### config.mk
export PLATFORM = sky130hd
export DESIGN_NAME = cbpg_axis_lane
export DESIGN_NICKNAME = d
export VERILOG_FILES = /design/src/rtl/cbpg_pkg.sv /design/src/rtl/cbpg_axis_lane.sv
export SDC_FILE = /design/constraint.sdc
export NUM_CORES = 2
export LEC_CHECK = 0
export ABC_AREA = 1
export BUFFER_PORTS_ARGS = -buffer_cell sky130_fd_sc_hd__buf_2
export CAP_MARGIN = 20
export CORE_UTILIZATION = 30
export DETAILED_ROUTE_END_ITERATION = 10
export HOLD_SLACK_MARGIN = 0.05
export PLACE_DENSITY = 0.49
export REMOVE_ABC_BUFFERS = 1
export SYNTH_ARGS = -nofsm -noshare
export SYNTH_HDL_FRONTEND = slang
export SYNTH_SLANG_ARGS = --single-unit
### constraint.sdc
create_clock -name clk -period 6.4 [get_ports clk]
set_input_delay 0.32 -clock clk [delete_from_list [all_inputs] [get_ports clk]]
set_output_delay 0.32 -clock clk [all_outputs]
set_load 0.01 [all_outputs]
### src/rtl/cbpg_pkg.sv
// Shared types, widths and arithmetic helpers for the cubic Bezier point generator.
package cbpg_pkg;

    // Coordinate and fixed-point widths.
    localparam int COORD_BITS = 16;
    localparam int T_W        = 16;
    localparam int Q_W        = T_W + 1;
    localparam int COEF_W     = COORD_BITS + 4;
    localparam int H1_W       = COEF_W + T_W + 1;
    localparam int H2_W       = H1_W + 1;
    localparam int H3_W       = H2_W + 1;
    localparam int AXES       = 3;

    // Configuration port.
    localparam int APB_ADDR_W = 3;
    localparam int APB_DATA_W = 32;
    localparam int PC_W       = 7;
    localparam logic [0:0]      REG_POINT_COUNT = 1'b0;
    localparam logic [PC_W-1:0] PC_RESET        = 7'd10;

    // Rounding and saturation limits on the final Horner sum.
    localparam logic signed [H3_W-1:0] ROUND_HALF = H3_W'(1) <<< (T_W - 1);
    localparam logic signed [H3_W-1:0] SAT_HI     = H3_W'((2 ** (COORD_BITS - 1)) - 1);
    localparam logic signed [H3_W-1:0] SAT_LO     = H3_W'(-(2 ** (COORD_BITS - 1)));

    // One request: four control points in three axes.
    typedef struct packed {
        logic signed [COORD_BITS-1:0] p0_x;
        logic signed [COORD_BITS-1:0] p0_y;
        logic signed [COORD_BITS-1:0] p0_z;
        logic signed [COORD_BITS-1:0] p1_x;
        logic signed [COORD_BITS-1:0] p1_y;
        logic signed [COORD_BITS-1:0] p1_z;
        logic signed [COORD_BITS-1:0] p2_x;
        logic signed [COORD_BITS-1:0] p2_y;
        logic signed [COORD_BITS-1:0] p2_z;
        logic signed [COORD_BITS-1:0] p3_x;
        logic signed [COORD_BITS-1:0] p3_y;
        logic signed [COORD_BITS-1:0] p3_z;
    } pts_item_t;

    // One result: a curve point.
    typedef struct packed {
        logic signed [COORD_BITS-1:0] curve_x;
        logic signed [COORD_BITS-1:0] curve_y;
        logic signed [COORD_BITS-1:0] curve_z;
        logic                         last_point;
    } crv_item_t;

    // Power-basis coefficients of one axis.
    typedef struct packed {
        logic signed [COEF_W-1:0] a;
        logic signed [COEF_W-1:0] b;
        logic signed [COEF_W-1:0] c;
        logic signed [COEF_W-1:0] d;
    } coef_t;

    typedef coef_t [AXES-1:0] coef_set_t;

    // Status of the point generator towards the lanes.
    typedef struct packed {
        logic valid;
        logic last;
    } gen_ctl_t;

    // Coefficients from the four control points of one axis.
    function automatic coef_t calc_coef(input logic signed [COORD_BITS-1:0] p0,
                                        input logic signed [COORD_BITS-1:0] p1,
                                        input logic signed [COORD_BITS-1:0] p2,
                                        input logic signed [COORD_BITS-1:0] p3);
        logic signed [COEF_W-1:0] e0;
        logic signed [COEF_W-1:0] e1;
        logic signed [COEF_W-1:0] e2;
        logic signed [COEF_W-1:0] e3;
        logic signed [COEF_W-1:0] d12;
        logic signed [COEF_W-1:0] s;
        logic signed [COEF_W-1:0] d10;
        coef_t                    k;
        e0  = COEF_W'(p0);
        e1  = COEF_W'(p1);
        e2  = COEF_W'(p2);
        e3  = COEF_W'(p3);
        d12 = e1 - e2;
        s   = e0 - (e1 <<< 1) + e2;
        d10 = e1 - e0;
        k.a = e3 - e0 + (d12 <<< 1) + d12;
        k.b = (s <<< 1) + s;
        k.c = (d10 <<< 1) + d10;
        k.d = e0;
        return k;
    endfunction

    // Round half up from Q.16 and clamp to the coordinate range.
    function automatic logic signed [COORD_BITS-1:0] round_sat(
        input logic signed [H3_W-1:0] h);
        logic signed [H3_W-1:0] rs;
        rs = (h + ROUND_HALF) >>> T_W;
        if (rs > SAT_HI)
        begin
            return COORD_BITS'(SAT_HI);
        end
        else if (rs < SAT_LO)
        begin
            return COORD_BITS'(SAT_LO);
        end
        return COORD_BITS'(rs);
    endfunction

endpackage

### src/rtl/cbpg_axis_lane.sv
// Three-stage Horner evaluator for one axis of the curve.
module cbpg_axis_lane (
    input  logic                                clk,
    input  logic                                advance,
    input  cbpg_pkg::coef_t                     coef,
    input  logic [cbpg_pkg::T_W-1:0]            t,
    output logic signed [cbpg_pkg::H3_W-1:0]    h3
);

    localparam int T_W    = cbpg_pkg::T_W;
    localparam int COEF_W = cbpg_pkg::COEF_W;
    localparam int H1_W   = cbpg_pkg::H1_W;
    localparam int H2_W   = cbpg_pkg::H2_W;
    localparam int H3_W   = cbpg_pkg::H3_W;
    localparam int P2_W   = H1_W + T_W + 1;
    localparam int P3_W   = H2_W + T_W + 1;

    logic signed [T_W:0]      ts0;
    logic signed [T_W:0]      ts1;
    logic signed [T_W:0]      ts2;
    logic signed [H1_W-1:0]   at_prod;
    logic signed [H1_W-1:0]   h1_next;
    logic signed [H1_W-1:0]   h1_reg;
    logic signed [COEF_W-1:0] c1_reg;
    logic signed [COEF_W-1:0] d1_reg;
    logic [T_W-1:0]           t1_reg;
    logic signed [P2_W-1:0]   prod2;
    logic signed [H2_W-1:0]   h2_next;
    logic signed [H2_W-1:0]   h2_reg;
    logic signed [COEF_W-1:0] d2_reg;
    logic [T_W-1:0]           t2_reg;
    logic signed [P3_W-1:0]   prod3;
    logic signed [H3_W-1:0]   h3_next;
    logic signed [H3_W-1:0]   h3_reg;

    assign ts0 = $signed({1'b0, t});
    assign ts1 = $signed({1'b0, t1_reg});
    assign ts2 = $signed({1'b0, t2_reg});

    // Stage one: a*t + b, exact in Q.16.
    assign at_prod = coef.a * ts0;
    assign h1_next = at_prod + (H1_W'(coef.b) <<< T_W);

    // Stage two: floor(h1*t) + c.
    assign prod2   = h1_reg * ts1;
    assign h2_next = H2_W'(prod2 >>> T_W) + (H2_W'(c1_reg) <<< T_W);

    // Stage three: floor(h2*t) + d.
    assign prod3   = h2_reg * ts2;
    assign h3_next = H3_W'(prod3 >>> T_W) + (H3_W'(d2_reg) <<< T_W);

    // The lane moves only when the whole pipeline moves.
    always_ff @(posedge clk)
    begin
        if (advance)
        begin
            h1_reg <= h1_next;
            c1_reg <= coef.c;
            d1_reg <= coef.d;
            t1_reg <= t;
            h2_reg <= h2_next;
            d2_reg <= d1_reg;
            t2_reg <= t1_reg;
            h3_reg <= h3_next;
        end
    end

    assign h3 = h3_reg;

endmodule

; Word-level counts from Yosys, hierarchy flattened
; Cells that the tools add are included.
[word_totals]
register_bits = 206
input_bits = 98
out_inout_bits = 39
word_cells = 14
[classes]
n_addsub = 3
mul = 3
[ops]
columns = operator, count
row1 = multiplier 38 x 17 -> 55 bit, 1
row2 = multiplier 37 x 17 -> 54 bit, 1
row3 = adder 39 x 36 -> 39 bit, 1
row4 = adder 38 x 36 -> 38 bit, 1
row5 = adder 37 x 36 -> 37 bit, 1
row6 = multiplier 20 x 17 -> 37 bit, 1

; Depth between registers and ports, before layout
[depth]
ltp_word = 2
mapped_depth = 42
ltp_nobuf = 40

; Worst setup path before layout
; Ideal clock, no wire load.
[synth_path]
path_type = reg-to-reg
startpoint = register t1_reg[6]
endpoint = register h2_reg[37] (data pin)
setup_ps = 252
t_arrival_ps = 6548
required_time_ps = 6148
setup_slack_ps = -400
stages_incl_launch_ff = 31
period_less_slack_ps = 6800
path_cell_list = edfxtp_1 -> clkbuf_1 -> clkbuf_1 -> nand2_1 -> inv_1 -> fa_1 -> fa_1 -> fa_1 -> inv_1 -> fa_1 -> fa_1 -> fa_1 -> inv_1 -> ha_1 -> a21oi_1 -> nor2_1 -> or2_2 -> a21oi_1 -> nand2_1 -> a21oi_1 -> nand2_1 -> nand2_1 -> nand2_1 -> ha_1 -> inv_1 -> nor3_1 -> nand3_1 -> nor3_1 -> nor2_1 -> nand3_1 -> nand2_1
[synth_between]
elab_chain_len = 2
[synth_lines]
columns = element, line_no
row1 = from (decl), cbpg_axis_lane.sv:26  ; logic [T_W-1:0] t1_reg;
row2 = from (signal assigned), cbpg_axis_lane.sv:60  ; t1_reg <= t;
row3 = multiplier 37 x 17 -> 54 bit, cbpg_axis_lane.sv:45  ; assign prod2 = h1_reg * ts1;
row4 = adder 38 x 36 -> 38 bit, cbpg_axis_lane.sv:46  ; assign h2_next = H2_W'(prod2 >>> T_W) + (H2_W'(c1_reg) <<< T_W);
row5 = named net h2_next[37], cbpg_axis_lane.sv:28  ; logic signed [H2_W-1:0] h2_next;
row6 = to (signal assigned), cbpg_axis_lane.sv:61  ; h2_reg <= h2_next;
row7 = to (decl), cbpg_axis_lane.sv:29  ; logic signed [H2_W-1:0] h2_reg;
; The timed path passes the listed nets, and every way through them passes these cells.
; A chain may end at the register's enable or synchronous reset.

; Worst setup path after layout
[layout_path]
startpoint = register t1_reg[11]
endpoint = register h2_reg[34] (data pin)
; Same word-level chain as after synthesis.

==> out/results.txt <==
status: finished, violations left
failing checks: negative setup slack
most common cell in the netlist: inv_1
initial antenna violation count: 3
share of cells above drive strength 1: 0.2618
final setup TNS: -23.17 ns
total grt overflow: 0
total wire length: 204,100 um
Worst path depth: 36
YS warnings: 0
gpl congestion: 0.9094
Synth area leaders: fa_1 45%, inv_1 14%, nand2_1 12%, edfxtp_1 9.4%, ha_1 7.7%
Post-Syn Instances: 8,220
Layout Nets: 11.29k
Mapped Avg Cell Area: 8.034 sq um
DR vias: 53.85k
total global-route track usage: 0.1848
Placement Cell Area: 0.07801 sq mm
Inst Count DP: 11.90k
dominant synthesized flop cell: edfxtp_1
sequential share of the synthesized area: 0.09367
CP max FO: 6
Die Ht: 471.2 um
worst min-delay path category: in -> reg
antenna cells: 0
critical path class: reg -> reg
Worst EP arrival: 7.47 ns
Worst Tran Pin Value: 0.9346 ns
critical path's largest stage delay: 0.56 ns
share of the synthesized area in the top cell type: 0.4490
final hold violations: 0
synthesized cell area: 0.06604 sq mm
worst setup margin: -0.6982 ns
drt via density: 4.419
final cycle utilization of the critical path: 1.109
Placeable Area: 0.2180 sq mm
largest net degree at the start of global routing: 79
Worst Reg-to-Reg Cells: 36
hold path cells: 2
Ports: 137
Max Slew Vio Count: 0
Setup crit end kind: flip-flop
Seq. cell area: 0.006186 sq mm
Finish-stage setup viols: 42
Avg WL per Cell: 16.75 um
Yosys top cell by area: fa_1
1st-iter DRT viols: 2,413
final routed DRC violation total: 0
Period minus WS final: 7.098 ns
Final Instance Count excl. Fillers: 12.19k
Setup Skew: 0.07191 ns
number of synthesized flops with an enable pin: 206
CTS buffer count: 29
Max Cap Viol: 0
area delta synth->final: 31.98%
Pre-Repair DR Iteration Count: 7
FMAX: 140.9 MHz
H-tree levels: 1
CTS clk-pin slew, worst paths: 0.06 ns
vias in the first global route: 60.57k
die area: 0.2220 sq mm
CTS tree: yes
Initial Util: 0.3029
final non-filler cell area: 0.08716 sq mm
worst path required time: 6.77 ns
Antenna Nets Post-Route: 0
RSZ-0062 raised after global routing: true
Clock Path Buffers: 3
Synth cell types: 44
CTS Sinks: 206
Worst Path Buf+Inv: 11
CTS root buf: clkbuf_16
most frequent cells after synthesis: 2,504 x inv_1, 2,128 x nand2_1, 1,481 x fa_1, 406 x ha_1, 305 x clkbuf_1
Clk Latency, worst-skew pair: 0.68 ns
async set-or-reset flop fraction in the synthesized netlist: 0
Worst path top cell family by delay: adder cells
width of the chip: 471.2 um
Startpoint Class: flip-flop
HPWL Detailed: 171,400 um
fillers: 22.01k
Row Count: 171
Synth Register Bits: 206
max reg flops: 39
I/O Buffers: 136
Max-Slew Margin vs Limit: 0.3769
slowest stage cell, crit path: fa_1
global-route wire length before repair: 324,500 um
multi-input logic area: 0.05442 sq mm
per-stage QoR:
| stage | utilization | setup slack (ns) | hold slack, ns |
|---|---|---|---|
| floorplan | - | -0.6163 | 0.4003 |
| global placement | 0.3578 | -1.469 | 0.4057 |
| detailed placement | 0.3578 | -1.424 | 0.4045 |
| CTS | 0.3905 | -0.7208 | 0.08173 |
| global route | 0.3998 | -0.9741 | 0.1232 |
| finish | 0.3998 | -0.6982 | 0.1472 |
final timing paths:
kind | startpoint | to | slack, ns
setup / recovery | t1_reg[11] | h2_reg[34] | -0.70
hold / removal | t[5] | t1_reg[5] | 0.15
setup reg to reg | t1_reg[11] | h2_reg[34] | -0.70
hold reg to reg | d1_reg[6] | d2_reg[6] | 0.42
layer usage:
layer | global-route usage | part of all wire
met5 | 0 | 0
met4 | 0.06234 | 0.039
met3 | 0.01242 | 0.029
met2 | 0.3488 | 0.52
met1 | 0.2194 | 0.41
cell families (layout without fill, tap and decap cells):
family / after synthesis / in the layout / synth area share
flip-flops: 206 / 206 / 0.09367
XOR/XNOR: 127 / 127 / 0.01696
AO/OA/AOI/OAI: 433 / 433 / 0.03712
AND/OR/NAND/NOR: 2688 / 2688 / 0.1627
adder cells (fa/ha/maj): 1887 / 1887 / 0.5259
buffers and inverters: 2879 / 3990 / 0.1636
timing repair:
| item | 4_1_cts | 5_1_grt |
|---|---|---|
| hold buffers | 43 | 0 |
| pin swaps | 352 | 286 |
| gates cloned | 9 | 7 |
| resized for setup | 1037 | 388 |
| setup endpoints to repair | 43 | 43 |
| buffers inserted | 115 | 74 |
| endpoints found under the hold margin | 43 | 0 |
cell usage in the layout (no fill, tap or decap), types with 46 or more instances in the layout:
| cell type | n |
|---|---|
| nand3_1 | 77 |
| a21oi_4 | 46 |
| xor2_1 | 68 |
| inv_1 | 2385 |
| nor2_1 | 149 |
| inv_2 | 139 |
| buf_4 | 968 |
| fa_2 | 60 |
| buf_12 | 118 |
| nand2_1 | 1906 |
| a21oi_1 | 100 |
| nor2_2 | 79 |
| nor2_4 | 89 |
| nand2_2 | 160 |
| nand2_4 | 78 |
| a21oi_2 | 72 |
| ha_4 | 115 |
| ha_1 | 289 |
| buf_6 | 121 |
| buf_2 | 135 |
| fa_1 | 1421 |
| edfxtp_1 | 206 |
layout make-up:
type	instances	share of cell area
clock buffers	32	0.008455
clock inverters	22	0.002570
inverters	2533	0.1093
multi-input cells	5135	0.6244
flip-flops and latches	206	0.07097
well taps	2854	0.04097
repair buffers	1403	0.1433
Power is not shown: default switching activity piles up to over one toggle a cycle in this logic, so the estimate is an artifact.
