`src/rtl/cbpg_pkg.sv`:
```
// Shared types, widths and arithmetic helpers for the cubic Bezier point generator.
package cbpg_pkg;

    // Coordinate and fixed-point widths.
    localparam int COORD_BITS = 16;
    localparam int T_W        = 16;
    localparam int Q_W        = T_W + 1;
    localparam int COEF_W     = COORD_BITS + 4;
    localparam int H1_W       = COEF_W + T_W + 1;
    localparam int H2_W       = H1_W + 1;
    localparam int H3_W       = H2_W + 1;
    localparam int AXES       = 3;

    // Configuration port.
    localparam int APB_ADDR_W = 3;
    localparam int APB_DATA_W = 32;
    localparam int PC_W       = 7;
    localparam logic [0:0]      REG_POINT_COUNT = 1'b0;
    localparam logic [PC_W-1:0] PC_RESET        = 7'd10;

    // Rounding and saturation limits on the final Horner sum.
    localparam logic signed [H3_W-1:0] ROUND_HALF = H3_W'(1) <<< (T_W - 1);
    localparam logic signed [H3_W-1:0] SAT_HI     = H3_W'((2 ** (COORD_BITS - 1)) - 1);
    localparam logic signed [H3_W-1:0] SAT_LO     = H3_W'(-(2 ** (COORD_BITS - 1)));

    // One request: four control points in three axes.
    typedef struct packed {
        logic signed [COORD_BITS-1:0] p0_x;
        logic signed [COORD_BITS-1:0] p0_y;
        logic signed [COORD_BITS-1:0] p0_z;
        logic signed [COORD_BITS-1:0] p1_x;
        logic signed [COORD_BITS-1:0] p1_y;
        logic signed [COORD_BITS-1:0] p1_z;
        logic signed [COORD_BITS-1:0] p2_x;
        logic signed [COORD_BITS-1:0] p2_y;
        logic signed [COORD_BITS-1:0] p2_z;
        logic signed [COORD_BITS-1:0] p3_x;
        logic signed [COORD_BITS-1:0] p3_y;
        logic signed [COORD_BITS-1:0] p3_z;
    } pts_item_t;

    // One result: a curve point.
    typedef struct packed {
        logic signed [COORD_BITS-1:0] curve_x;
        logic signed [COORD_BITS-1:0] curve_y;
        logic signed [COORD_BITS-1:0] curve_z;
        logic                         last_point;
    } crv_item_t;

    // Power-basis coefficients of one axis.
    typedef struct packed {
        logic signed [COEF_W-1:0] a;
        logic signed [COEF_W-1:0] b;
        logic signed [COEF_W-1:0] c;
        logic signed [COEF_W-1:0] d;
    } coef_t;

    typedef coef_t [AXES-1:0] coef_set_t;

    // Status of the point generator towards the lanes.
    typedef struct packed {
        logic valid;
        logic last;
    } gen_ctl_t;

    // Coefficients from the four control points of one axis.
    function automatic coef_t calc_coef(input logic signed [COORD_BITS-1:0] p0,
                                        input logic signed [COORD_BITS-1:0] p1,
                                        input logic signed [COORD_BITS-1:0] p2,
                                        input logic signed [COORD_BITS-1:0] p3);
        logic signed [COEF_W-1:0] e0;
        logic signed [COEF_W-1:0] e1;
        logic signed [COEF_W-1:0] e2;
        logic signed [COEF_W-1:0] e3;
        logic signed [COEF_W-1:0] d12;
        logic signed [COEF_W-1:0] s;
        logic signed [COEF_W-1:0] d10;
        coef_t                    k;
        e0  = COEF_W'(p0);
        e1  = COEF_W'(p1);
        e2  = COEF_W'(p2);
        e3  = COEF_W'(p3);
        d12 = e1 - e2;
        s   = e0 - (e1 <<< 1) + e2;
        d10 = e1 - e0;
        k.a = e3 - e0 + (d12 <<< 1) + d12;
        k.b = (s <<< 1) + s;
        k.c = (d10 <<< 1) + d10;
        k.d = e0;
        return k;
    endfunction

    // Round half up from Q.16 and clamp to the coordinate range.
    function automatic logic signed [COORD_BITS-1:0] round_sat(
        input logic signed [H3_W-1:0] h);
        logic signed [H3_W-1:0] rs;
        rs = (h + ROUND_HALF) >>> T_W;
        if (rs > SAT_HI)
        begin
            return COORD_BITS'(SAT_HI);
        end
        else if (rs < SAT_LO)
        begin
            return COORD_BITS'(SAT_LO);
        end
        return COORD_BITS'(rs);
    endfunction

endpackage

```
`src/rtl/cbpg_point_gen.sv`:
```
// Per-request coefficients and parameter sequencer; one point a cycle on advance.
module cbpg_point_gen #(
    parameter int MAX_POINTS = 64
) (
    input  logic                              clk,
    input  logic                              rst_n,
    input  logic                              accept,
    input  logic                              advance,
    input  cbpg_pkg::pts_item_t               pts,
    input  logic [$clog2(MAX_POINTS + 1)-1:0] n_eff,
    input  logic [cbpg_pkg::Q_W-1:0]          step_q,
    input  logic [$clog2(MAX_POINTS + 1)-1:0] step_r,
    output cbpg_pkg::gen_ctl_t                ctl,
    output logic [cbpg_pkg::T_W-1:0]          t,
    output cbpg_pkg::coef_set_t               coef
);

    localparam int NW = $clog2(MAX_POINTS + 1);

    logic                     active_reg;
    logic                     active_next;
    logic [NW-1:0]            idx_reg;
    logic [NW-1:0]            idx_next;
    logic [cbpg_pkg::Q_W-1:0] q_reg;
    logic [cbpg_pkg::Q_W-1:0] q_next;
    logic [NW-1:0]            r_reg;
    logic [NW-1:0]            r_next;
    cbpg_pkg::coef_set_t      coef_reg;
    cbpg_pkg::coef_set_t      coef_next;
    logic                     last;
    logic [NW:0]              r_sum;
    logic                     carry;

    assign last  = (idx_reg == n_eff - NW'(1));
    assign r_sum = {1'b0, r_reg} + {1'b0, step_r};
    assign carry = (r_sum >= {1'b0, n_eff});

    // Next parameter: add the step and carry the remainder, or load a new request.
    always_comb
    begin
        active_next = active_reg;
        idx_next    = idx_reg;
        q_next      = q_reg;
        r_next      = r_reg;
        coef_next   = coef_reg;
        if (accept)
        begin
            active_next = 1'b1;
            idx_next    = '0;
            q_next      = '0;
            r_next      = '0;
            coef_next[0] = cbpg_pkg::calc_coef(pts.p0_x, pts.p1_x, pts.p2_x, pts.p3_x);
            coef_next[1] = cbpg_pkg::calc_coef(pts.p0_y, pts.p1_y, pts.p2_y, pts.p3_y);
            coef_next[2] = cbpg_pkg::calc_coef(pts.p0_z, pts.p1_z, pts.p2_z, pts.p3_z);
        end
        else if (advance && active_reg)
        begin
            if (last)
            begin
                active_next = 1'b0;
            end
            else
            begin
                idx_next = idx_reg + NW'(1);
                q_next   = q_reg + step_q + cbpg_pkg::Q_W'(carry);
                r_next   = carry ? NW'(r_sum - {1'b0, n_eff}) : NW'(r_sum);
            end
        end
    end

    // Control state.
    always_ff @(posedge clk or negedge rst_n)
    begin
        if (!rst_n)
        begin
            active_reg <= 1'b0;
            idx_reg    <= '0;
            q_reg      <= '0;
            r_reg      <= '0;
        end
        else
        begin
            active_reg <= active_next;
            idx_reg    <= idx_next;
            q_reg      <= q_next;
            r_reg      <= r_next;
        end
    end

    // Coefficients of the request being expanded.
    always_ff @(posedge clk)
    begin
        coef_reg <= coef_next;
    end

    assign ctl.valid = active_reg;
    assign ctl.last  = last;
    assign t         = q_reg[cbpg_pkg::T_W-1:0];
    assign coef      = coef_reg;

    // The parameter strictly grows from one point of a curve to the next.
    a_t_rises: assert property (@(posedge clk) disable iff (!rst_n)
        (active_reg && advance && !last) |=> (q_reg > $past(q_reg)))
        else $error("curve parameter failed to advance");

endmodule

```
`config.mk`:
```
export PLATFORM = sky130hd
export DESIGN_NAME = cbpg_point_gen
export DESIGN_NICKNAME = d
export VERILOG_FILES = /design/src/rtl/cbpg_pkg.sv /design/src/rtl/cbpg_point_gen.sv
export SDC_FILE = /design/constraint.sdc
export NUM_CORES = 1
export LEC_CHECK = 0
export BUFFER_PORTS_ARGS = -buffer_cell sky130_fd_sc_hd__buf_4
export CORE_MARGIN = 8
export CORE_UTILIZATION = 45
export DETAILED_ROUTE_END_ITERATION = 10
export HOLD_SLACK_MARGIN = 0.08
export PLACE_DENSITY = 0.66
export SYNTH_ARGS = -nofsm -noshare
export SYNTH_HDL_FRONTEND = slang
export SYNTH_SLANG_ARGS = --single-unit
```
`constraint.sdc`:
```
create_clock -name clk -period 5.77 [get_ports clk]
set_clock_uncertainty 0.2 [all_clocks]
set_input_delay 0 -clock clk [delete_from_list [all_inputs] [get_ports clk]]
set_output_delay 0 -clock clk [all_outputs]
set_load 0.02 [all_outputs]
```
After elaboration in Yosys (flattened, before gate mapping)

Cells that the tools add are included.

Add/subtract/negate cells: 33
Order comparisons: 1
Equality and inequality tests: 2
Muxes and demuxes: 13
Reductions and logical operators: 5

Operators by type and width:

| operator                                                            | count |
|---|---|
| 16-bit by 16-bit subtractor with 17-bit output                      | 9 |
| 19-bit by 17-bit adder with 20-bit output                           | 3 |
| 20-bit by 19-bit adder with 20-bit output                           | 3 |
| 17-bit by 18-bit adder with 19-bit output                           | 3 |
| 18-bit by 16-bit adder with 19-bit output                           | 3 |
| 18-bit by 17-bit adder with 19-bit output                           | 3 |
| 16-bit by 17-bit subtractor with 18-bit output                      | 3 |
| 17-bit two-way mux                                                  | 3 |
| 7-bit two-way mux                                                   | 7 |
| 17-bit by 1-bit adder with 17-bit output                            | 1 |
| 17-bit adder                                                        | 1 |
| 7-bit by 7-bit adder with 8-bit output                              | 1 |
| 8-bit by 7-bit greater-or-equal comparator with 1-bit output        | 1 |
| 7-bit by 1-bit adder with 7-bit output (second input constant)      | 1 |
| 7-bit equality test                                                 | 1 |
| 7-bit by 1-bit subtractor with 7-bit output (second input constant) | 1 |
| 7-bit subtractor                                                    | 1 |
| 2-bit AND reduction                                                 | 2 |
| 2-bit nonzero test                                                  | 2 |
| 1-bit two-way mux                                                   | 3 |
| 2-bit != test (second input constant)                               | 1 |
| 1-bit logical AND                                                   | 1 |

Bits in registers: 260
Bits of input ports: 227
Output and inout port bits: 258
Logic and storage cells: 70

Longest topological paths before layout

Word-level depth: 6
Depth in mapped cells: 25
Gate-level depth less buffers: 25

Worst setup path after synthesis

No wires, ideal clock.

Path type: register to register
Start: register r_reg[0]
End: register q_reg[12] (netlist bit)
Library setup time: 0.104 ns
Arrival time: 4.444 ns
Data required time: 5.466 ns
Path slack: 1.023 ns
Cell stages (with the launch flop): 21
Cells stage by stage: dfrtp_1 > ha_1 > inv_1 > fa_1 > fa_1 > nor2b_1 > o21ai_1 > a21boi_1 > o21a_1 > o32ai_1 > nand2_1 > inv_1 > fa_1 > fa_1 > nand2b_1 > a21oi_1 > o21ai_0 > a211oi_1 > o31ai_1 > and3_1 > o41ai_2

Cells in the longest elaborated chain, start to end: 6

RTL lines:

| item                                                         | line                 | text |
|---|---|---|
| from (decl)                                                  | cbpg_point_gen.sv:26 | `logic [NW-1:0] r_reg;` |
| from (signal assigned)                                       | cbpg_point_gen.sv:86 | `r_reg <= r_next;` |
| 7-bit by 7-bit adder with 8-bit output                       | cbpg_point_gen.sv:35 | `assign r_sum = {1'b0, r_reg} + {1'b0, step_r};` |
| 8-bit by 7-bit greater-or-equal comparator with 1-bit output | cbpg_point_gen.sv:36 | `assign carry = (r_sum >= {1'b0, n_eff});` |
| 17-bit by 1-bit adder with 17-bit output                     | cbpg_point_gen.sv:65 | `q_next = q_reg + step_q + cbpg_pkg::Q_W'(carry);` |
| 17-bit two-way mux                                           | cbpg_point_gen.sv:58 | `if (last)` |
| 17-bit two-way mux                                           | cbpg_point_gen.sv:56 | `else if (advance && active_reg)` |
| 17-bit two-way mux                                           | cbpg_point_gen.sv:46 | `if (accept)` |
| to (signal assigned)                                         | cbpg_point_gen.sv:85 | `q_reg <= q_next;` |
| to (decl)                                                    | cbpg_point_gen.sv:24 | `logic [cbpg_pkg::Q_W-1:0] q_reg;` |

No other way between the ends. The select of a mux whose other input is x is not followed.
A chain may end at the register's enable or synchronous reset.

Worst setup path after layout

Start: input port pts[113] (netlist bit)
End: register coef_reg (netlist bit coef[158]) (data pin)

Cells in the longest elaborated chain, start to end: 3

RTL lines:

| item                                             | line                 | text |
|---|---|---|
| from (decl)                                      | cbpg_point_gen.sv:9  | `input cbpg_pkg::pts_item_t pts,` |
| 16-bit by 16-bit subtractor with 17-bit output * | cbpg_pkg.sv:83       | `d12 = e1 - e2;` |
| 17-bit by 18-bit adder with 19-bit output        | cbpg_pkg.sv:86       | `k.a = e3 - e0 + (d12 <<< 1) + d12;` |
| 19-bit by 17-bit adder with 20-bit output *      | cbpg_pkg.sv:86       |  |
| to (signal assigned)                             | cbpg_point_gen.sv:93 | `coef_reg <= coef_next;` |
| to (decl)                                        | cbpg_point_gen.sv:28 | `cbpg_pkg::coef_set_t coef_reg;` |

Mark *: on every way between the ends. The rest lies on a longest branch, timed or not.

==> results.cfg <==
[outcome]
outcome = complete, no violations

[worst_setup_path]
path_class = primary input to flop
crit_top_cell = a21o_1
cp_slowest_stage_delay_ps = 540
reg2reg_depth = 24
rr_startpoint = r_reg[0]$_DFFE_PN0P_
cp_cell_sequence = dlygate4sd3_1, buf_4, ha_1, nor2b_1, o21ai_0, a21boi_1, o21ai_1, o21bai_1, a21o_1, a21o_1, xor2_1, fa_1, inv_1, fa_1, inv_1, ha_1, a21o_1, a21o_1, a21o_1, a21o_1, a311oi_1, o21bai_1, or4_1, nand4_1
rr_endpoint = q_reg[10]$_DFFE_PN0P_
end_kind = flop
crit_buf_inv = 4
crit_fanout = 5
arrival_ps = 5670
required_ps = 5990
critical_path.startpoint_type = primary input
r2r_setup_slack_ps = 370
crit_path_top_delay_cell = dlygate4sd3_1
cpLargestDelayFamily = compound AO/OA/AOI/OAI gates

[yosys]
synth-xor-area-share_pct = 9.01
async_reset_ff_share_pct = 12.1
synth_nets = 3615
synth_top_family_by_area = adder cells
ys_seq_area_share_pct = 27.6
syn_inst = 2868
yosysTopAreaCell = edfxtp_1
synth_fa_ha_area_share_pct = 28.5
ys.flop_type = edfxtp_1
synth_area_per_cell_sq_um = 9.52
synth-compound-area-share_pct = 16.7
synth_edf_count = 225
synthMuxAreaShare_pct = 0.440
synth-simple-area-share_pct = 10.2
yosysMostFrequentCell = inv_1
synthTopCellsByArea = edfxtp_1, ha_1, fa_1
yosysTopAreaCellShare_pct = 24.7
ys_ff_latch = 256
yosysUniqueCellTypes = 83
yosys_warnings = 0
syn-cell-area_sq_mm = 0.0273
synthTopCellsByCount = inv_1, ha_1, edfxtp_1

[detailed_routing]
drc = 0
drt_iter0_markers = 1122
wl_mm = 79.1
first_pass_iters = 5
vias = 23000
wl_per_cell_um = 18.2
ant_nets = 0
viasPerCell = 5.28

[pwr]
ir_drop_mv = 0.352
p_leak_nw = 16.7
powerDensity_mw_per_mm2 = 492
p_total_mw = 17.1

[clocking]
cts_buffers = 36
cts_tree = built
h-tree-depth = 2
cts_num_sinks = 256
clk_pin_slew_ps = 60
clock-root-buffer = clkbuf_16
cts_buffer_depth = 3
clock_latency_ps = 550

[die]
die_w_um = 262
die_area_sq_mm = 0.0688
start_util_pct = 45.4
core-area_sq_mm = 0.0601
dieHeight_um = 262
rows = 90
io-pin-count = 485

[cells_and_area]
final_util_pct = 58.0
drive_above_1_share_pct = 16.3
num-fill-cells = 5219
largest_reg_flops = 225
nets = 4288
syn2layout_area_growth_pct = 27.6
fin_cells = 4357

[grt]
grt_max_degree = 117
grt_pass1_vias = 24300
grt_usage_pct = 22.4
gr-total-overflow = 0
antenna_found_initial = 9
grt_pass1_wl_mm = 127

[min_path]
hold_path_end = coef[155]$_DFFE_PP_
hold_depth = 5
hp-class = primary input to flop
worstHoldStart = pts[30]

[sta]
maxSlewHeadroom_pct = 35.2
worstMarginPinSlew_ps = 948
grt_setup_unrepaired = no
fmax_ghz = 0.183
min_period_ps = 5450
fin_worst_hold_slack_ps = 116
period_share_pct = 94.5
tns_ps = 0
slew_viol_final = 0
final-hold-violation-count = 0
setup_viol = 0

[place]
port_buffers = 483
post-place-cells = 4105
routabilityCongestion = 0.936
hpwlAfterDp_mm = 64.0

[job]
drv_cap = 0
-- power breakdown --
group	leakage [nW]	internal [mW]	total [mW]	switching, mW
Clock	0.591	1.44	2.34	0.897
Combinational	13.5	4.98	11.2	6.26
Sequential	2.61	3.26	3.57	0.311
-- final cells by class --
type | instances | area (sq um) | share of cell area, %
diodes | 7 | 17.5 | 0.0503
multi-input cells | 2079 | 17800 | 50.9
inverters | 502 | 1880 | 5.41
clock buffers | 45 | 956 | 2.74
repair buffers | 666 | 5480 | 15.7
well taps | 782 | 978 | 2.81
clock inverters | 20 | 258 | 0.739
flip-flops and latches | 256 | 7530 | 21.6
-- stage by stage --
| step | instance area, sq um | setup WS (ps) |
|---|---|---|
| 2_1_floorplan | 27300 | 1020 |
| 3_3_place_gp | 31800 | 457 |
| 3_5_place_dp | 31800 | 317 |
| 4_1_cts | 34800 | 30.1 |
| 5_1_grt | 34900 | 33.4 |
| 6_report | 34900 | 317 |
-- worst reg2reg max path, cell delays in order, from the launching register on --
cell           delay [ps]
dfrtp_1               350
ha_1                  170
inv_1                  60
fa_1                  410
inv_1                  90
a21oi_1                60
o21bai_1              230
a21o_1                160
a21oi_1                80
xnor2_1               230
ha_2                  330
o32ai_2               390
nand2_2               120
inv_1                 160
fa_1                  240
fa_2                  220
nand2b_1              130
a21oi_2                70
o21ai_2               210
a21oi_2                90
a31o_2                260
a211o_1               290
dlygate4sd3_1         560
nand3_1                90
a21oi_1                70
-- per-layer routing --
metal | track usage [%] | routed length, um
met3 | 5.11 | 4650
met2 | 39.6 | 38800
met5 | 0 | 27
met1 | 26.5 | 32700
met4 | 8.03 | 2950
-- logic make-up after synthesis --
group / Yosys count
adder cells (fa/ha/maj): 520
buffers and inverters: 533
XOR/XNOR: 281
flip-flops: 256
AND/OR/NAND/NOR: 563
AO/OA/AOI/OAI: 703
multiplexers: 12
-- worst max path at each step --
stage                          from  slack, ps  cells past startpoint               endpoint
2_1_floorplan  r_reg[0]$_DFFE_PN0P_       1020                     20  q_reg[12]$_DFFE_PN0P_
3_3_place_gp                pts[65]        460                     24    coef[158]$_DFFE_PP_
3_5_place_dp                pts[65]        320                     24    coef[158]$_DFFE_PP_
4_1_cts        r_reg[0]$_DFFE_PN0P_         30                     24  q_reg[10]$_DFFE_PN0P_
5_1_grt                    pts[113]         30                     24    coef[158]$_DFFE_PP_
6_report                   pts[113]        320                     24    coef[158]$_DFFE_PP_
-- what timing repair did --
action	in CTS	in global routing
buffers inserted	0	1
endpoints found under the setup margin	0	8
gates resized for setup	0	12
endpoints found under the hold margin	210	0
hold buffers	179	0
-- cells in the final DEF, fill, tap and decap left out, types with 77 or more instances in the layout --
cell type      netlist  final
xor2_1              77     77
fa_1               169    168
nor2_1             176    176
buf_4               17    485
a21o_1              82     82
dlygate4sd3_1        0    178
o21ai_0            103    102
a21oi_1            196    192
inv_1              502    502
edfxtp_1           225    225
ha_1               351    350
xnor2_1            204    204
nand2_1            105    104
Note: power is estimated with default switching activity, not from simulation.
