File: src/rtl/cbpg_pkg.sv
// Shared types, widths and arithmetic helpers for the cubic Bezier point generator.
package cbpg_pkg;

    // Coordinate and fixed-point widths.
    localparam int COORD_BITS = 16;
    localparam int T_W        = 16;
    localparam int Q_W        = T_W + 1;
    localparam int COEF_W     = COORD_BITS + 4;
    localparam int H1_W       = COEF_W + T_W + 1;
    localparam int H2_W       = H1_W + 1;
    localparam int H3_W       = H2_W + 1;
    localparam int AXES       = 3;

    // Configuration port.
    localparam int APB_ADDR_W = 3;
    localparam int APB_DATA_W = 32;
    localparam int PC_W       = 7;
    localparam logic [0:0]      REG_POINT_COUNT = 1'b0;
    localparam logic [PC_W-1:0] PC_RESET        = 7'd10;

    // Rounding and saturation limits on the final Horner sum.
    localparam logic signed [H3_W-1:0] ROUND_HALF = H3_W'(1) <<< (T_W - 1);
    localparam logic signed [H3_W-1:0] SAT_HI     = H3_W'((2 ** (COORD_BITS - 1)) - 1);
    localparam logic signed [H3_W-1:0] SAT_LO     = H3_W'(-(2 ** (COORD_BITS - 1)));

    // One request: four control points in three axes.
    typedef struct packed {
        logic signed [COORD_BITS-1:0] p0_x;
        logic signed [COORD_BITS-1:0] p0_y;
        logic signed [COORD_BITS-1:0] p0_z;
        logic signed [COORD_BITS-1:0] p1_x;
        logic signed [COORD_BITS-1:0] p1_y;
        logic signed [COORD_BITS-1:0] p1_z;
        logic signed [COORD_BITS-1:0] p2_x;
        logic signed [COORD_BITS-1:0] p2_y;
        logic signed [COORD_BITS-1:0] p2_z;
        logic signed [COORD_BITS-1:0] p3_x;
        logic signed [COORD_BITS-1:0] p3_y;
        logic signed [COORD_BITS-1:0] p3_z;
    } pts_item_t;

    // One result: a curve point.
    typedef struct packed {
        logic signed [COORD_BITS-1:0] curve_x;
        logic signed [COORD_BITS-1:0] curve_y;
        logic signed [COORD_BITS-1:0] curve_z;
        logic                         last_point;
    } crv_item_t;

    // Power-basis coefficients of one axis.
    typedef struct packed {
        logic signed [COEF_W-1:0] a;
        logic signed [COEF_W-1:0] b;
        logic signed [COEF_W-1:0] c;
        logic signed [COEF_W-1:0] d;
    } coef_t;

    typedef coef_t [AXES-1:0] coef_set_t;

    // Status of the point generator towards the lanes.
    typedef struct packed {
        logic valid;
        logic last;
    } gen_ctl_t;

    // Coefficients from the four control points of one axis.
    function automatic coef_t calc_coef(input logic signed [COORD_BITS-1:0] p0,
                                        input logic signed [COORD_BITS-1:0] p1,
                                        input logic signed [COORD_BITS-1:0] p2,
                                        input logic signed [COORD_BITS-1:0] p3);
        logic signed [COEF_W-1:0] e0;
        logic signed [COEF_W-1:0] e1;
        logic signed [COEF_W-1:0] e2;
        logic signed [COEF_W-1:0] e3;
        logic signed [COEF_W-1:0] d12;
        logic signed [COEF_W-1:0] s;
        logic signed [COEF_W-1:0] d10;
        coef_t                    k;
        e0  = COEF_W'(p0);
        e1  = COEF_W'(p1);
        e2  = COEF_W'(p2);
        e3  = COEF_W'(p3);
        d12 = e1 - e2;
        s   = e0 - (e1 <<< 1) + e2;
        d10 = e1 - e0;
        k.a = e3 - e0 + (d12 <<< 1) + d12;
        k.b = (s <<< 1) + s;
        k.c = (d10 <<< 1) + d10;
        k.d = e0;
        return k;
    endfunction

    // Round half up from Q.16 and clamp to the coordinate range.
    function automatic logic signed [COORD_BITS-1:0] round_sat(
        input logic signed [H3_W-1:0] h);
        logic signed [H3_W-1:0] rs;
        rs = (h + ROUND_HALF) >>> T_W;
        if (rs > SAT_HI)
        begin
            return COORD_BITS'(SAT_HI);
        end
        else if (rs < SAT_LO)
        begin
            return COORD_BITS'(SAT_LO);
        end
        return COORD_BITS'(rs);
    endfunction

endpackage

File: src/rtl/cbpg_step_div.sv
// Bit-serial divider that turns the point count into the parameter step 65536/n.
module cbpg_step_div #(
    parameter int MAX_POINTS = 64
) (
    input  logic                                 clk,
    input  logic                                 rst_n,
    input  logic                                 start,
    input  logic [$clog2(MAX_POINTS + 1)-1:0]    n_eff,
    output logic                                 busy,
    output logic [cbpg_pkg::Q_W-1:0]             step_q,
    output logic [$clog2(MAX_POINTS + 1)-1:0]    step_r
);

    localparam int NW    = $clog2(MAX_POINTS + 1);
    localparam int CNT_W = $clog2(cbpg_pkg::Q_W);
    localparam logic [cbpg_pkg::Q_W-1:0] DIVIDEND = cbpg_pkg::Q_W'(1) << cbpg_pkg::T_W;

    logic                    busy_reg;
    logic                    busy_next;
    logic [CNT_W-1:0]        cnt_reg;
    logic [CNT_W-1:0]        cnt_next;
    logic [NW-1:0]           rem_reg;
    logic [NW-1:0]           rem_next;
    logic [cbpg_pkg::Q_W-1:0] quo_reg;
    logic [cbpg_pkg::Q_W-1:0] quo_next;
    logic [NW:0]             trial;
    logic                    fits;

    // One restoring step per cycle, most significant dividend bit first.
    always_comb
    begin
        trial     = {rem_reg, DIVIDEND[cnt_reg]};
        fits      = (trial >= {1'b0, n_eff});
        busy_next = busy_reg;
        cnt_next  = cnt_reg;
        rem_next  = rem_reg;
        quo_next  = quo_reg;
        if (start)
        begin
            busy_next = 1'b1;
            cnt_next  = CNT_W'(cbpg_pkg::Q_W - 1);
            rem_next  = '0;
            quo_next  = '0;
        end
        else if (busy_reg)
        begin
            rem_next = fits ? NW'(trial - {1'b0, n_eff}) : NW'(trial);
            quo_next = {quo_reg[cbpg_pkg::Q_W-2:0], fits};
            if (cnt_reg == '0)
            begin
                busy_next = 1'b0;
            end
            else
            begin
                cnt_next = cnt_reg - CNT_W'(1);
            end
        end
    end

    // The reset value of the point count is divided straight after reset.
    always_ff @(posedge clk or negedge rst_n)
    begin
        if (!rst_n)
        begin
            busy_reg <= 1'b1;
            cnt_reg  <= CNT_W'(cbpg_pkg::Q_W - 1);
            rem_reg  <= '0;
            quo_reg  <= '0;
        end
        else
        begin
            busy_reg <= busy_next;
            cnt_reg  <= cnt_next;
            rem_reg  <= rem_next;
            quo_reg  <= quo_next;
        end
    end

    assign busy   = busy_reg;
    assign step_q = quo_reg;
    assign step_r = rem_reg;

    // A finished step must reproduce the dividend exactly.
    a_step_exact: assert property (@(posedge clk) disable iff (!rst_n)
        !busy_reg |-> (32'(quo_reg) * 32'(n_eff) + 32'(rem_reg) == 32'(DIVIDEND)))
        else $error("step quotient and remainder do not rebuild 65536");

endmodule

File: config.mk
export PLATFORM = sky130hd
export DESIGN_NAME = cbpg_step_div
export DESIGN_NICKNAME = d
export VERILOG_FILES = /design/src/rtl/cbpg_pkg.sv /design/src/rtl/cbpg_step_div.sv
export SDC_FILE = /design/constraint.sdc
export NUM_CORES = 1
export LEC_CHECK = 0
export ABC_CLOCK_PERIOD_IN_PS = 4800
export BUFFER_PORTS_ARGS = -buffer_cell sky130_fd_sc_hd__buf_2
export CAP_MARGIN = 0
export CORE_ASPECT_RATIO = 1.1
export CORE_MARGIN = 5
export CORE_UTILIZATION = 50
export CTS_BUF_LIST = sky130_fd_sc_hd__clkbuf_16
export DETAILED_ROUTE_END_ITERATION = 7
export PLACE_DENSITY = 0.85
export SETUP_SLACK_MARGIN = 0.05
export SLEW_MARGIN = 10
export SYNTH_ARGS = -nofsm -noshare
export SYNTH_HDL_FRONTEND = slang
export SYNTH_SLANG_ARGS = --single-unit
File: constraint.sdc
create_clock -name clk -period 4.8 [get_ports clk]
set_input_delay 0.72 -clock clk [delete_from_list [all_inputs] [get_ports clk]]
set_output_delay 0.72 -clock clk [all_outputs]
set_load 0.01 [all_outputs]
# Word level (Yosys, flattened, before mapping)
# Memories as Yosys holds them, arrays and structs flattened.
# Cells that the tools add are included.
[op_classes]
n_addsub = 2
multipliers = 0
div_mod_pow = 0
order_cmp = 2
eq_ne = 1
n_shift = 0
n_mux = 12
bitwise = 0
n_reduce_logical = 3
[ops]
columns = ["operator", "count"]
rows = [
  ["$mux W17", 2],
  ["$mux W7", 3],
  ["$mux W5", 3],
  ["$ge A8 B7 Y1", 1],
  ["$sub A7 B7 Y7", 1],
  ["$lt A5 B6 Y1 const B", 1],
  ["$logic_not A5 Y1", 1],
  ["$sub A5 B1 Y5 const B", 1],
  ["$mux W1", 4],
  ["$ne A2 B2 Y1 const B", 1],
  ["$reduce_and A2 Y1", 1],
  ["$reduce_bool A2 Y1", 1],
]
[word_totals]
register_bits = 30
latchBits = 0
mem_bits_rw = 0
romBits = 32
out_inout_bits = 25
elab_cells = 25
mem_count = 1
[memory_table]
columns = ["name", "words", "word_bits", "rd", "rd_ports_with_merged_regs", "write_ports", "line_no", "rtl"]
rows = [
  ["(name not given)", 32, 1, 1, 0, 0, "cbpg_step_div.sv:32", "trial = {rem_reg, DIVIDEND[cnt_reg]};"],
]

# Logic depth before layout (Yosys ltp)
# Gate-level depths: netlist (run 1).
[logic_depth]
word_depth = 6
ltp_mapped = 8
depth_no_buf = 8

# Worst setup path after synthesis (run 1)
# No wires, ideal clock.
[synth_path]
kind = "input port to flip-flop"
from = "in n_eff[0]"
to = "reg rem_reg[0] (netlist: step_r[0])"
setup_time_ns = 0.094
t_arrival_ns = 2.319
required_time_ns = 4.706
setup_slack_ns = 2.387
path_stages = 7
cell_sequence = "ha_1 > fa_1 > nand2b_1 > a211oi_2 > nor3_4 > mux2_2 > a211oi_1"
[synth_between]
elab_chain_cells = 4
[synth_lines]
columns = ["element", "line_no", "rtl"]
rows = [
  ["start, declared", "cbpg_step_div.sv:8", "input logic [$clog2(MAX_POINTS + 1)-1:0] n_eff,"],
  ["$sub A7 B7 Y7 / $ge A8 B7 Y1 (equally long branches)", "cbpg_step_div.sv:47, cbpg_step_div.sv:33", ""],
  ["$mux W7 *", "cbpg_step_div.sv:47", "rem_next = fits ? NW'(trial - {1'b0, n_eff}) : NW'(trial);"],
  ["$mux W7 *", "cbpg_step_div.sv:45", "else if (busy_reg)"],
  ["$mux W7 *", "cbpg_step_div.sv:38", "if (start)"],
  ["end signal, assigned", "cbpg_step_div.sv:74", "rem_reg <= rem_next;"],
  ["end, declared", "cbpg_step_div.sv:22", "logic [NW-1:0] rem_reg;"],
]
# Mark *: on every way between the ends. The rest lies on a longest branch, timed or not. The select of a mux whose other input is x is not followed.
# A chain may end at the register's enable or synchronous reset.

# Final worst setup path (run 1)
[layout_path]
from = "reg cnt_reg[4]"
to = "reg rem_reg[1] (netlist: step_r[1])"
[layout_between]
elab_chain_cells = 6
[layout_lines]
columns = ["element", "line_no", "rtl"]
rows = [
  ["start, declared", "cbpg_step_div.sv:20", "logic [CNT_W-1:0] cnt_reg;"],
  ["start signal, assigned", "cbpg_step_div.sv:66", "cnt_reg <= CNT_W'(cbpg_pkg::Q_W - 1);"],
  ["start signal, assigned", "cbpg_step_div.sv:73", "cnt_reg <= cnt_next;"],
  ["$mem_v2 Z32 W1 *", "--", ""],
  ["$mux W1 (not written as such) *", "cbpg_step_div.sv:32", ""],
  ["$sub A7 B7 Y7 / $ge A8 B7 Y1 (equally long branches)", "cbpg_step_div.sv:47, cbpg_step_div.sv:33", ""],
  ["$mux W7 *", "cbpg_step_div.sv:47", ""],
  ["$mux W7 *", "cbpg_step_div.sv:45", ""],
  ["$mux W7 *", "cbpg_step_div.sv:38", ""],
]
# Marked as above.

==> results of run 1 <==
layout by cell type (no fill, tap or decap), drive strengths merged, types with 3 or more instances in the layout:
master and instances:
a211oi 7, a21oi 5, a311oi 3, buf 34
clkbuf 5, dfrtp 28, ha 9, inv 15
mux2i 20, nand2b 6, nor2 36, nor3 4
o21ai 3, xnor2 5
through the flow:
stage	area, sq um	total power, mW	utilization (%)	worst slack (ps)	hold slack (ps)
2_1_floorplan	1670	0.676	-	2390	424
3_3_place_gp	1860	0.764	56.8	2230	508
3_5_place_dp	1860	0.774	56.8	2160	527
4_1_cts	2000	1.07	61.0	2370	493
5_1_grt	2000	1.13	61.0	2220	529
6_report	2000	1.06	61.0	2410	470
final cells by class:
| class | instances | area (sq um) |
|---|---|---|
| tap | 36 | 45.0 |
| inverter | 14 | 52.6 |
| sequential | 30 | 753 |
| timing repair buffer | 34 | 170 |
| multi-input combinational | 116 | 840 |
| fill | 279 | 1280 |
| clock inverter | 3 | 12.5 |
| clock buffer | 5 | 125 |
routing by layer:
layer	vias up	track usage (%)	wire, um
met2	35	24.1	1440
met5	-	0	0
met4	0	6.22	44
met1	600	19.7	1460
met3	7	5.56	208
li1	643	-	-
worst max-delay path: cells and delay by family (launching register included):
family	cells	cell delay (ps)
compound gates	2	500
fa+ha+maj	2	590
buf+inv	1	60
flops	1	550
mux	1	290
simple gates	2	320
cells by family (layout without fill, tap and decap cells):
family / after synthesis / in the layout / share of synthesized area [%]
AND/OR/NAND/NOR: 55 / 55 / 15.3
flip-flops: 30 / 30 / 45.0
AO/OA/AOI/OAI: 22 / 22 / 9.95
multiplexers: 22 / 22 / 13.3
buffers and inverters: 21 / 56 / 4.79
adder cells (fa/ha/maj): 10 / 10 / 7.93
XOR/XNOR: 7 / 7 / 3.66
power by group through the flow:
stage | logic, mW | registers [mW] | clock network, mW
finish | 0.408 | 0.363 | 0.287
global route | 0.459 | 0.373 | 0.303
CTS | 0.412 | 0.364 | 0.293
detailed placement | 0.407 | 0.368 | 0
global placement | 0.397 | 0.367 | 0
floorplan | 0.323 | 0.353 | 0
final timing paths:
path,cells after the start,slack [ps],startpoint,to
worst min register to register,2,530,step_q[16],step_q[16]
min in group clk,2,530,step_q[16],step_q[16]
worst max register to register,8,2410,cnt_reg[4],step_r[1]
worst max-delay path,8,2410,cnt_reg[4],step_r[1]
worst min-delay path,1,470,rst_n,step_r[4]
max in group asynchronous,1,3910,rst_n,cnt_reg[1]
==> out/metrics.cfg, run 1 <==
[sta]
worst_pin_slew_ps = 755
slew_headroom_pct = 49.7
post-route-period-util_pct = 49.9
finalHoldViolations = 0
setup_tns_ps = 0
final_max_slew_viol_count = 0
finalCriticalPeriod_ps = 2390
fin_worst_skew_ps = 4.18
setup_violations = 0
fmax_mhz = 418
grt_setup_unrepaired = false

[clock_network]
clk_latency_ps = 270
ctsHoldBuffers = 0
cts-root-buf = clkbuf_16
clockBufferDepth = 2
cts_resized = 0
cts_buffers = 5
cts_setup_buffers = 0
htreeDepth = 2
cts.sinks = 30
clkTransAtPathRegs_ps = 50
cts_tree = built

[power_and_ir_drop]
p_sw_share_pct = 35.4
internal-power_mw = 0.684
power_switching_mw = 0.374
p_leak_nw = 1.15
ir_drop_mv = 0.323
pwr-share-seq_pct = 34.3
power_density_nw_per_um2 = 529
clockPowerShare_pct = 27.1
comb_power_share_pct = 38.5

[setup_path]
startpoint_type = register
cp_slowest_cell = dfstp_2
slowest_delay_ps = 550
crit_path_cell_trace = inv_1, ha_1, fa_1, nand2b_1, a211oi_2, nor3_4, mux2_2, a211oi_1
crit_required_ps = 4980
crit_type = reg2reg
crit_arrival_ps = 2570
path_max_fanout = 10
cp-end-kind = register

[floorplanning]
start_util_pct = 51.1
io-pin-count = 35
core_area_sq_um = 3280
die_y_um = 70.7
die_x_um = 65.2
rows = 22
die_area_sq_um = 4600

[drt]
first_pass_iters = 4
antenna_left = 0
viasPerCell = 5.40
drc = 0
drt_iter0_drc = 69
vias = 1285
totalWireLength_um = 3160
wl_per_cell_um = 13.3

[grt]
grt_pass1_wl_um = 5600
grt_util_all_layers_pct = 15.5
overflow = 0
grt_pass1_vias = 1291
antenna_found_initial = 0
grt_max_degree = 35

[placed_design]
dp_hpwl_um = 2220
port_buffers = 34
finalWeightedCongestion = 0.818
place_inst = 230

[logic_synthesis]
ys_async_sr_fraction_pct = 100
yosysTopAreaCell = dfrtp_1
synth.cell_area_sq_um = 1670
synth_edf_count = 0
netlist_instances = 167
yosys_most_used_dff = dfrtp_1
yosysUniqueCellTypes = 31
yosysMostFrequentCell = nor2_1
synth_seq_cells = 30
synth_area_leaders = dfrtp_1, mux2i_1, nor2_1
postSynthAreaPerCell_sq_um = 10.0
yosysSeqAreaShare_pct = 45.0
syn-num-nets = 187
yosys_warnings = 0
synth.top_cells.by_count = nor2_1, dfrtp_1, mux2i_1
yosysTopAreaCellShare_pct = 41.9

[run_status]
status = completed

[layout]
finish.net_count = 221
final-instance-count-excl-fill = 238
final_layout_size_suffix_gt1_share_pct = 24.8
syn2layout_area_growth_pct = 19.4
n_antenna_cell = 0
largest_register_ffs = 17

[flow_run]
maxCapViolations = 0

[hold_path]
hold_class = in2async

No activity file was read; power rests on OpenSTA's default activity.
==> run 2: changes to the inputs <==
Settings changed: ABC_AREA set to 1, ABC_CLOCK_PERIOD_IN_PS 4800 to 2400.
Clock period 4.8 ns to 2.4 ns, I/O delays scaled along.
==> run 2 against run 1 <==
Compared with the run above: sequential power up 94%; critical path depth rose by 3; total power increased by 110%; first-iteration DRC count down 2.9%; hold slack got worse by 360 ps; die area rose by 0.45%; flip-flop and latch count stayed put; count of clock-buffer cells in the layout did not move; largest cell class is now sequential cells; highest routed layer unchanged.
==> out/metrics.cfg, run 2 <==
[layout]
layout_common_cells = nand2_1, inv_1, buf_2, dfrtp_1, nand3_1
n_antenna_cell = 0  ; unchanged
ff_latch_area_sq_um = 753  ; unchanged
postLayoutCoreUtil_pct = 61.4  ; +0.40 points
layout_commonest_cell = nand2_1
largest_register_ffs = 17  ; unchanged
final_layout_size_suffix_gt1_share_pct = 22.2  ; -2.6 points
finish.net_count = 267  ; +21%
num-fill-cells = 306  ; +9.7%
multi_input_area_sq_um = 746  ; -11%
syn2layout_area_growth_pct = 20.6
fin_area_sq_um = 2030  ; +1.5%

[logic_synthesis]
yosysSeqAreaShare_pct = 44.8  ; -0.23 points
yosysTopAreaCell = dfrtp_1
synth_area_leaders = dfrtp_1, nand2_1, inv_1
synth_seq_cells = 30  ; unchanged
yosys_warnings = 0  ; unchanged
ys_async_sr_fraction_pct = 100  ; unchanged
yosysTopAreaCellShare_pct = 41.7  ; -0.22 points
netlist_instances = 208  ; +25%
synth.top_cells.by_count = nand2_1, inv_1, dfrtp_1
postSynthAreaPerCell_sq_um = 8.08  ; -19%
yosys_most_used_dff = dfrtp_1
syn-num-nets = 228  ; +22%
yosysUniqueCellTypes = 24  ; -23%
synth_edf_count = 0  ; unchanged
yosysMostFrequentCell = nand2_1
synth.cell_area_sq_um = 1680  ; +0.52%

[setup_path]
cp-end-kind = register
r2r_end = step_r[5]
crit_path_start = cnt_reg[4]
reg2reg_slack_ps = 400  ; -2010 ps
crit_arrival_ps = 2160  ; -410 ps
path_max_fanout = 8  ; -2
crit_path_cell_trace = inv_1, ha_1, fa_1, inv_1, nand2_1, nand2_1, nand3_2, nand3_4, nand3_1, nand2_1, nand2_1
slowest_delay_ps = 520  ; -30 ps
startpoint_type = register
reg2reg_from = cnt_reg[4]
crit_required_ps = 2560  ; -2420 ps
cp-endpoint = step_r[5]
crit_top_cell = nand2_1
reg2regPathDepth = 11  ; +3
crit_type = reg2reg
cp_slowest_cell = dfstp_2

[floorplanning]
die_area_sq_um = 4620  ; +0.45%
start_util_pct = 50.9  ; -0.16 points
core_area_sq_um = 3300  ; +0.84%
rows = 22  ; unchanged
io-pin-count = 35  ; unchanged
die_y_um = 70.8  ; +0.23%
die_x_um = 65.3  ; +0.22%

[drt]
viasPerCell = 4.95  ; -8.2%
antenna_left = 0  ; unchanged
drt_iter0_drc = 67  ; -2.9%
vias = 1407  ; +9.5%
first_pass_iters = 4  ; unchanged
totalWireLength_um = 3360  ; +6.3%
drc = 0  ; unchanged
wl_per_cell_um = 11.8  ; -11%

[clock_network]
cts_tree = built
htreeDepth = 2  ; unchanged
cts-root-buf = clkbuf_16
clockBufferDepth = 2  ; unchanged
clkTransAtPathRegs_ps = 50  ; about the same
ctsHoldBuffers = 0  ; unchanged
clk_latency_ps = 270  ; about the same
cts_setup_buffers = 0  ; unchanged
cts_resized = 0  ; unchanged
cts_buffers = 5  ; unchanged
cts.sinks = 30  ; unchanged

[sta]
final_max_slew_viol_count = 0  ; unchanged
slew_headroom_pct = 57.8  ; +8.1 points
worst_slack_ps = 400  ; -2010 ps
post-route-period-util_pct = 83.3  ; +33 points
fmax_mhz = 500  ; +20%
worst_pin_slew_ps = 633  ; -121 ps
setup_tns_ps = 0  ; unchanged
finalCriticalPeriod_ps = 2000  ; -395 ps
setup_violations = 0  ; unchanged
fin_worst_skew_ps = 3.18  ; -0.995 ps
finalHoldViolations = 0  ; unchanged
hold_ws_ps = 110  ; -361 ps
grt_setup_unrepaired = false

[power_and_ir_drop]
pwr-share-seq_pct = 31.4  ; -2.9 points
comb_power_share_pct = 42.7  ; +4.2 points
power_switching_mw = 0.888  ; +140%
power_density_nw_per_um2 = 1110  ; +110%
p_sw_share_pct = 39.5  ; +4.1 points
ir_drop_mv = 0.644  ; +99%
internal-power_mw = 1.36  ; +99%
clockPowerShare_pct = 25.9  ; -1.2 points
p_leak_nw = 1.14  ; -1.1%

[flow_run]
maxCapViolations = 0  ; unchanged

[run_status]
status = completed

[grt]
grt_pass1_wl_um = 5580  ; -0.23%
grt_max_degree = 31  ; -11%
overflow = 0  ; unchanged
grt_pass1_vias = 1323  ; +2.5%
grt_util_all_layers_pct = 15.5  ; -0.018 points
antenna_found_initial = 0  ; unchanged

[placed_design]
dp_hpwl_um = 2550  ; +15%
placed_cell_area_sq_um = 1890  ; +1.4%
post-place-ws_ps = 420  ; -1740 ps
port_buffers = 34  ; unchanged
finalWeightedCongestion = 0.859  ; +5.0%

[hold_path]
hold_class = in2async

-- run 2: cell count changes in the layout (fill, tap and decap cells not counted), sizes merged, moves of 3 or more --
cell    delta
a211oi     -7
a311oi     -3
inv       +31
mux2i     -20
nand2     +55
nand2b     -6
nand3     +18
nor2      -25
nor3       -4
o22ai     +16
xnor2      -5
-- run 2: how the worst min path moves through the flow --
stage          startpoint    endpoint  slack, ps  depth (start not counted)
2_1_floorplan       rst_n  cnt_reg[0]         60                          0
3_3_place_gp        rst_n   step_q[0]        420                          1
3_5_place_dp        rst_n   step_q[0]        420                          1
4_1_cts             rst_n   step_q[4]        130                          1
5_1_grt             rst_n   step_q[4]        170                          1
6_report            rst_n   step_q[0]        110                          1
-- run 2: routing by layer --
layer,up-vias,part of all wire [%],GRT usage (%)
li1,732,-,-
met1,639,44,17.9
met2,32,49,26.7
met3,4,5.2,4.60
met4,0,1.7,6.22
met5,-,0,0
-- run 2: power groups by stage --
stage          combinational, mW  sequential (mW)  clock, mW
5_1_grt                     1.09            0.721      0.622
3_5_place_dp               0.960            0.711          0
3_3_place_gp               0.935            0.708          0
6_report                   0.961            0.705      0.582
2_1_floorplan              0.701            0.730          0
4_1_cts                    0.968            0.706      0.597
-- run 2: logic make-up after synthesis --
logic type / Yosys count / synth area share, %
compound gates: 24 / 9.00
fa+ha+maj: 10 / 7.89
flops: 30 / 44.8
buf+inv: 48 / 10.9
simple gates: 94 / 26.4
xor+xnor: 2 / 1.04
-- run 2: final cells by class --
class | count | share of cell area, %
Tap cell | 36 | 2.22
Timing Repair Buffer | 34 | 8.39
Clock inverter | 3 | 0.802
Clock buffer | 5 | 6.17
Sequential cell | 30 | 37.1
Inverter | 46 | 8.51
Multi-Input combinational cell | 130 | 36.8
-- run 2: worst max-delay path, delay by kind of cell (launching register included) --
family / cells / cell delay [ps]
buf+inv: 2 / 140
simple gates: 7 / 590
fa+ha+maj: 2 / 630
flops: 1 / 520
-- run 2: through the flow --
step,std cells,total power [mW]
after detailed placement,276,1.67
after global routing,284,2.43
after floorplan,208,1.43
after CTS,284,2.27
final,284,2.25
after global placement,276,1.64
==> run 3: changes to the inputs <==
Settings changed: ABC_CLOCK_PERIOD_IN_PS 2400 to 1700, CORE_UTILIZATION 50 to 49, PLACE_DENSITY 0.85 to 0.87.
Clock period 2.4 ns to 1.7 ns, I/O delays scaled along.
==> run 3 against run 2 <==
Compared with the run above: the run now ends with setup timing left; count of clock-buffer cells in the layout did not move; hold slack got worse by 110 ps; via count rose by 5.4%; critical path type unchanged; critical endpoint is now step_r[3]; highest routed layer unchanged.
==> out/metrics.cfg, run 3 (synthesized netlist as in run 2, its figures left out) <==
[sta]
post-route-period-util_pct = 107  ; +24 points
finalHoldViolations = 0  ; unchanged
grt_setup_unrepaired = true
setup_violations = 8  ; +8
worst_pin_slew_ps = 640  ; +6.60 ps
finalCriticalPeriod_ps = 1820  ; -177 ps
worst_slack_ps = -123  ; -523 ps
fin_worst_skew_ps = 5.28  ; +2.10 ps
slew_headroom_pct = 57.3  ; -0.44 points
fmax_mhz = 549  ; +9.7%
setup_tns_ps = -681  ; -681 ps
final_max_slew_viol_count = 0  ; unchanged

[setup_path]
cp-endpoint = step_r[3]
reg2reg_from = cnt_reg[4]
crit_type = reg2reg
crit_required_ps = 1860  ; -700 ps
reg2regPathDepth = 11  ; unchanged
crit_path_start = cnt_reg[4]
r2r_end = step_r[3]
path_max_fanout = 8  ; unchanged
reg2reg_slack_ps = -120  ; -520 ps
cp-end-kind = register
startpoint_type = register
crit_arrival_ps = 1980  ; -180 ps

[drt]
vias = 1483  ; +5.4%
totalWireLength_um = 3780  ; +12%
wl_per_cell_um = 12.3  ; +4.3%
antenna_left = 0  ; unchanged
viasPerCell = 4.85  ; -2.2%
first_pass_iters = 5  ; +1
drt_iter0_drc = 104  ; +55%
drc = 0  ; unchanged

[grt]
grt_max_degree = 31  ; unchanged
grt_pass1_wl_um = 6440  ; +15%
grt_pass1_vias = 1527  ; +15%
overflow = 0  ; unchanged
grt_util_all_layers_pct = 17.8  ; +2.3 points
antenna_found_initial = 0  ; unchanged

[layout]
n_antenna_cell = 0  ; unchanged
largest_register_ffs = 17  ; unchanged
layout_common_cells = nand2_1, inv_1, buf_2, dfrtp_1, o22ai_1
syn2layout_area_growth_pct = 32.4
layout_commonest_cell = nand2_1
final_layout_size_suffix_gt1_share_pct = 29.8  ; +7.7 points
num-fill-cells = 276  ; -9.8%
finish.net_count = 277  ; +3.7%

[run_status]
violations = setup timing
status = complete, but fails checks

[floorplanning]
die_x_um = 65.9  ; +0.86%
die_y_um = 71.4  ; +0.87%
rows = 22  ; unchanged
core_area_sq_um = 3330  ; +0.83%
io-pin-count = 35  ; unchanged
die_area_sq_um = 4700  ; +1.7%
start_util_pct = 50.5  ; -0.42 points

[placed_design]
port_buffers = 34  ; unchanged
dp_hpwl_um = 2810  ; +10%
finalWeightedCongestion = 0.838  ; -2.4%
post-place-ws_ps = -92.9  ; -513 ps

[clock_network]
htreeDepth = 2  ; unchanged
clockBufferDepth = 2  ; unchanged
cts-root-buf = clkbuf_16
ctsHoldBuffers = 0  ; unchanged
cts_buffers = 5  ; unchanged
clkTransAtPathRegs_ps = 50  ; about the same
clk_latency_ps = 280  ; about the same
cts.sinks = 30  ; unchanged
cts_tree = built

[flow_run]
maxCapViolations = 0  ; unchanged

[power_and_ir_drop]
p_leak_nw = 1.23  ; +8.1%
power_density_nw_per_um2 = 1700  ; +53%
ir_drop_mv = 1.44  ; +120%

[hold_path]
hold_class = in2async

[run 3: cell type report]
cell class,count,area [sq um],share of cell area [%]
multi-input cells,130,806,36.2
flip-flops and latches,30,753,33.8
repair buffers,44,245,11.0
inverters,46,173,7.76
clock buffers,5,125,5.62
clock inverters,3,63.8,2.87
well taps,48,60.1,2.70
[run 3: worst min path at each step]
stage	cells past startpoint	startpoint	endpoint	slack, ps
after CTS	1	rst_n	step_q[5]	20
after detailed placement	1	rst_n	step_q[4]	320
after global placement	1	rst_n	step_q[5]	320
after floorplan	0	rst_n	cnt_reg[0]	-40
after global routing	1	rst_n	step_q[5]	60
final	1	rst_n	step_q[4]	0.9
[run 3: critical path: stages, from the launching register on]
cell and delay (ps):
dfstp_2 530, inv_2 50, ha_4 150, fa_2 350, inv_2 60, nand2_2 50, nand2_4 80, nand3_2 80
nand3_4 120, nand2_1 90, nand3_1 70, nand2_1 60
[run 3: metrics by stage]
stage	utilization, %	hold slack [ps]	instances	area [sq um]	total power, mW
global placement	59.5	318	296	1980	2.46
CTS	65.6	21.1	305	2180	3.69
global route	66.8	55.6	306	2230	4.07
finish	66.8	0.874	306	2230	3.78
detailed placement	59.5	323	296	1980	2.51
floorplan	-	-40.6	208	1700	2.05
[run 3: timing repair]
action                     CTS  global route
gates resized for setup      4             7
setup endpoints to repair    8             8
pin swaps                    3             1
setup buffers                1             1
[run 3: per-layer routing]
metal / up-vias / global-route usage [%] / share of wire, %
li1: 758 / - / -
met1: 688 / 20.4 / 42
met2: 32 / 29.8 / 51
met3: 5 / 5.80 / 4.5
met4: 0 / 7.83 / 1.9
met5: - / 0 / 0
[run 3: where the power goes]
| part | internal (mW) | total, mW | leakage, nW | switching [mW] |
|---|---|---|---|---|
| combinational | 0.681 | 1.65 | 0.738 | 0.971 |
| clock | 0.832 | 1.13 | 0.0915 | 0.294 |
| sequential | 0.878 | 0.999 | 0.400 | 0.121 |
